==> config.mk <==
export PLATFORM = sky130hd
export DESIGN_NAME = stfa_ctrl
export DESIGN_NICKNAME = d
export VERILOG_FILES = /design/src/stfa_pkg.sv /design/src/stfa_ctrl.sv
export SDC_FILE = /design/constraint.sdc
export NUM_CORES = 1
export LEC_CHECK = 0
export BUFFER_PORTS_ARGS = -buffer_cell sky130_fd_sc_hd__buf_2
export CAP_MARGIN = 0
export CORE_AREA = 2 2 39 41
export DETAILED_ROUTE_END_ITERATION = 12
export DIE_AREA = 0 0 41 43
export PLACE_DENSITY = 0.39
export RECOVER_POWER = 100
export SKIP_LAST_GASP = 1
export SLEW_MARGIN = 5
export SYNTH_ARGS = -nofsm -noshare
export SYNTH_HDL_FRONTEND = slang
export SYNTH_SLANG_ARGS = --single-unit
export TNS_END_PERCENT = 5
==> constraint.sdc <==
create_clock -name clk_i -period 1.5 [get_ports clk_i]
set_input_delay 0.3 -clock clk_i [delete_from_list [all_inputs] [get_ports clk_i]]
set_output_delay 0.3 -clock clk_i [all_outputs]
set_load 0.005 [all_outputs]
==> src/stfa_pkg.sv <==
// Shared types and constants for the segment table frame allocator.
// No dependencies; every other file but stfa_ram refers to it by scoped names.
package stfa_pkg;

  localparam int MAX_SEGMENTS_DEF = 64;

  localparam int OP_W      = 2;
  localparam int ST_W      = 2;
  localparam int CODE_W    = 32;
  localparam int ADDR_W    = 64;
  localparam int PAGES_W   = 52;
  localparam int FRAME_SH  = 12;
  localparam int PFN_W     = ADDR_W - FRAME_SH;
  localparam int ENTRY_W   = PAGES_W + PFN_W;
  localparam int CFG_IDX_W = 1;

  localparam int S_TDATA_W = 152;
  localparam int M_TDATA_W = 64;

  localparam logic [CFG_IDX_W-1:0] CFG_USABLE_CODE  = 1'b0;
  localparam logic [CFG_IDX_W-1:0] CFG_RECLAIM_CODE = 1'b1;

  localparam logic [CODE_W-1:0] USABLE_CODE_RST = 32'd7;

  typedef enum logic [OP_W-1:0] {
    OP_CLEAR = 2'd0,
    OP_ADD   = 2'd1,
    OP_ALLOC = 2'd2,
    OP_NOP   = 2'd3
  } op_e;

  typedef enum logic [ST_W-1:0] {
    ST_OK   = 2'd0,
    ST_NONE = 2'd1,
    ST_FULL = 2'd2
  } status_e;

  typedef enum logic [1:0] {
    S_IDLE,
    S_SCAN,
    S_READ,
    S_RESP
  } state_e;

  typedef struct packed {
    logic accept;
    logic scan;
    logic update;
    logic load_out;
  } ctrl_cmd_t;

  typedef struct packed {
    op_e  in_op;
    logic found;
    logic out_free;
  } ctrl_sts_t;

endpackage

==> src/stfa_ctrl.sv <==
// Sequencer for the frame allocator: one op at a time, then the result beat.
// Depends on stfa_pkg.
module stfa_ctrl (
  input  logic                 clk_i,
  input  logic                 rst_ni,
  input  logic                 in_valid_i,
  output logic                 in_ready_o,
  input  stfa_pkg::ctrl_sts_t  sts_i,
  output stfa_pkg::ctrl_cmd_t  cmd_o
);

  stfa_pkg::state_e state_q, state_d;

  always_ff @(posedge clk_i or negedge rst_ni) begin
    if (!rst_ni) begin
      state_q <= stfa_pkg::S_IDLE;
    end else begin
      state_q <= state_d;
    end
  end

  always_comb begin
    state_d    = state_q;
    cmd_o      = '0;
    in_ready_o = 1'b0;
    unique case (state_q)
      stfa_pkg::S_IDLE: begin
        in_ready_o = 1'b1;
        if (in_valid_i) begin
          cmd_o.accept = 1'b1;
          state_d = (sts_i.in_op == stfa_pkg::OP_ALLOC) ? stfa_pkg::S_SCAN
                                                        : stfa_pkg::S_RESP;
        end
      end
      stfa_pkg::S_SCAN: begin
        cmd_o.scan = 1'b1;
        state_d = sts_i.found ? stfa_pkg::S_READ : stfa_pkg::S_RESP;
      end
      stfa_pkg::S_READ: begin
        cmd_o.update = 1'b1;
        state_d = stfa_pkg::S_RESP;
      end
      stfa_pkg::S_RESP: begin
        if (sts_i.out_free) begin
          cmd_o.load_out = 1'b1;
          state_d = stfa_pkg::S_IDLE;
        end
      end
      default: state_d = stfa_pkg::S_IDLE;
    endcase
  end

endmodule

==> results by group <==
Worst setup path
  • Worst Path Class, Setup: reg2out
  • Required arrival time at the worst endpoint: 1200 ps
  • Startpoint type of the worst setup path: flop
  • Capture point of the worst reg-to-reg path: state_q[0]
  • Register-to-Register Path Depth: 6
  • Source of the worst register-to-register timing path: state_q[1]
  • Critical path's slowest cell: dfrtp_1
  • Maximum fanout along the worst path: 5
  • Crit path largest cell delay: 420 ps
  • Critical-path cell list: ha_1 -> and2_2 -> buf_2
  • Critical path arrival: 1140 ps
  • Register-to-register setup slack: 160 ps
  • Nature of the critical path endpoint: output port

Global route
  • Met3 Resource Use GR: 0.0314
  • Global routing met2 resource utilization: 0.0625
  • Initial antenna violation count: 0
  • Met1 demand-to-capacity share in global routing: 0.0707
  • Vias in the first global route: 164
  • Wire length of the first global-routing pass: 634 um
  • Largest net degree at the start of global routing: 8
  • Global Route Usage Sum: 0.0572
  • Grt peak-use layer: met1
  • Leftover overflow at the end of global routing: 0

Synthesis
  • Area fraction of the dominant cell type after synthesis: 0.258
  • Most common cell in the netlist: ha_1
  • Distinct cell type count after synthesis: 13
  • Number of storage elements in the synthesis netlist: 2
  • Sequential cell area fraction in the yosys report: 0.258
  • Library cell occupying the most area in the post-synthesis netlist: dfrtp_1
  • Most area-consuming cells after synthesis: dfrtp_1, ha_1, o31ai_1
  • Number of synthesized flops with an enable pin: 0
  • Post-synthesis area per instance: 9.70 um2
  • Number of warnings issued by yosys: 0
  • Proportion of synthesized flip-flops having asynchronous set or reset: 1.00
  • Synth Cell Area: 194 um2
  • Dominant register cell in the synthesized netlist: dfrtp_1
  • Post-synthesis net count: 31
  • Commonest cells post-synth: ha_1, inv_1, dfrtp_1, o31ai_1
  • Synth Instances: 20

Floorplan
  • Initial Utilization: 0.140
  • Floorplan core area: 1380 um2
  • Floorplan die height: 43 um
  • I/O pins: 12
  • Placement Rows: 14
  • Die area: 1760 um2
  • Die extent in x: 41 um

Drt
  • Violation count after the first detailed-route iteration: 2
  • Routed vias/inst: 3.70
  • Routed length per placed instance: 8.06 um
  • DR DRC count: 0
  • Antenna-violating nets left: 0
  • DR vias: 200
  • Routed wire length: 435 um
  • Number of search-and-repair iterations in the first detailed-routing pass: 2

Placement
  • Post-placement cell area: 269 um2
  • HPWL Detailed: 323 um
  • Final weighted congestion of routability-driven global placement: 0.651
  • IO Port Bufs: 11

Cells and area
  • Biggest registers after layout: state_q x2
  • Total of fill cells in the finished design: 162
  • Final design area excluding fillers: 335 um2
  • Flip-flop count of the largest register, all copies and words added: 2
  • Share of the core filled with cells in the final layout: 0.242
  • Number of nets in the layout: 51
  • Most flops, register: state_q
  • Diodes inserted: 0
  • Area growth from synthesis to final layout: 72.9%
  • Share of post-route cells with drive strength above 1: 0.553

Power
  • Switching fraction of total power: 0.365
  • Part of the total power dissipated in the clock network: 0.189
  • Worst-case vdd ir drop: 0.556 mV
  • Power spent charging and discharging nets: 226 uW
  • Cell Pwr Density: 1850 nW/um2
  • Relative contribution of sequential cells to total power: 0.195
  • Share of total power in combinational logic: 0.616
  • Leakage power: 0.000182 uW
  • Internal: 393 uW

Timing
  • Total count of hold-check failures in the final report: 0
  • Time the final worst path needs with I/O delays and setup: 1440 ps
  • Max-slew violation total from the final report: 0
  • Rel. slew slack: 0.855
  • Hold slack: 389 ps
  • Final cycle utilization of the critical path: 0.961
  • Setup-violating endpoint count in the final report: 0
  • Unrepaired setup endpoints after global routing: true
  • Peak Freq: 694 MHz
  • Final clock skew: 3.48 ps
  • Final TNS setup: 0 ps
  • Slew of the pin with the lowest slew margin: 215 ps

Status
  • Status: completed

Clocking
  • Clock-pin slew on the worst setup and hold paths: 30 ps
  • Clock tree from TritonCTS: built
  • H-tree depth: 1
  • Clk Latency, worst-skew pair: 220 ps
  • Clock buffer count from CTS: 3
  • Master cell of the clock root buffer: clkbuf_4
  • Clock sink total: 2
  • Maximum clock insertion buffer count: 2

Hold path
  • Tightest Hold Check Type: in2async

Run
  • Max-cap violations: 0
## metrics by stage
| stage | setup slack (ps) | std cells | total power (uW) |
|---|---|---|---|
| 3_5_place_dp | 148 | 47 | 411 |
| 4_1_cts | 18.4 | 51 | 573 |
| 5_1_grt | -8.63 | 54 | 695 |
| 2_1_floorplan | 310 | 20 | 308 |
| 3_3_place_gp | 150 | 47 | 414 |
| 6_report | 58.3 | 54 | 620 |
## cells in the final DEF (no fill, tap or decap), drive strengths merged
cell type / count
o21ai: 1
and2: 2
inv: 3
nand3b: 1
a21o: 1
o31ai: 2
mux2i: 1
ha: 4
buf: 13
nor2: 1
dfrtp: 2
dlygate4sd3: 1
clkbuf: 4
nor2b: 2
## cells by family after synthesis
group,Yosys count,share of synthesized area
simple gates,6,0.232
compound gates,4,0.142
fa+ha+maj,4,0.258
buf+inv,3,0.0581
flops,2,0.258
mux,1,0.0516
## final cells by class
| cell class | instances | area (um2) | area share |
|---|---|---|---|
| multi-input combinational | 15 | 145 | 0.433 |
| sequential | 2 | 50.0 | 0.149 |
| tap | 16 | 20.0 | 0.0597 |
| timing repair buffer | 15 | 86.3 | 0.257 |
| clock buffer | 3 | 22.5 | 0.0672 |
| inverter | 3 | 11.3 | 0.0336 |
## critical path: cells and delay by family, from the launching register on
kind / cells / cell delay, ps
and+or+nand+nor: 1 / 160
DFF: 1 / 420
buffers and inverters: 1 / 120
adders and majority gates: 1 / 230
## how the worst max path moves through the flow
stage	from	endpoint	slack, ps	cells after the start
after floorplan	state_q[0]	state_q[0]	310	4
after global placement	state_q[1]	cmd_o[3]	150	4
after detailed placement	state_q[0]	state_q[0]	150	4
after CTS	state_q[0]	cmd_o[3]	20	4
after global routing	state_q[1]	cmd_o[3]	-9	4
final	state_q[0]	cmd_o[0]	60	3
## metal layers
layer,wire [um],vias up,part of all wire
met5,0,-,0
met4,0,0,0
met3,60,0,0.14
met2,157,12,0.36
met1,217,85,0.50
li1,-,103,-
## repair_timing
item                                    CTS  global route
gates resized for setup                   2             2
buffers inserted                          0             3
pin swaps                                 0             1
endpoints found under the setup margin    1             1
hold endpoints to repair                  2             0
hold buffers                              1             0
## power groups by stage
stage          clock (uW)  combinational (uW)  sequential, uW
6_report              117                 382             121
5_1_grt               133                 435             127
4_1_cts               126                 329             118
3_5_place_dp            0                 292             119
3_3_place_gp            0                 293             121
2_1_floorplan           0                 197             111
Power figures use the tool's default switching activity.
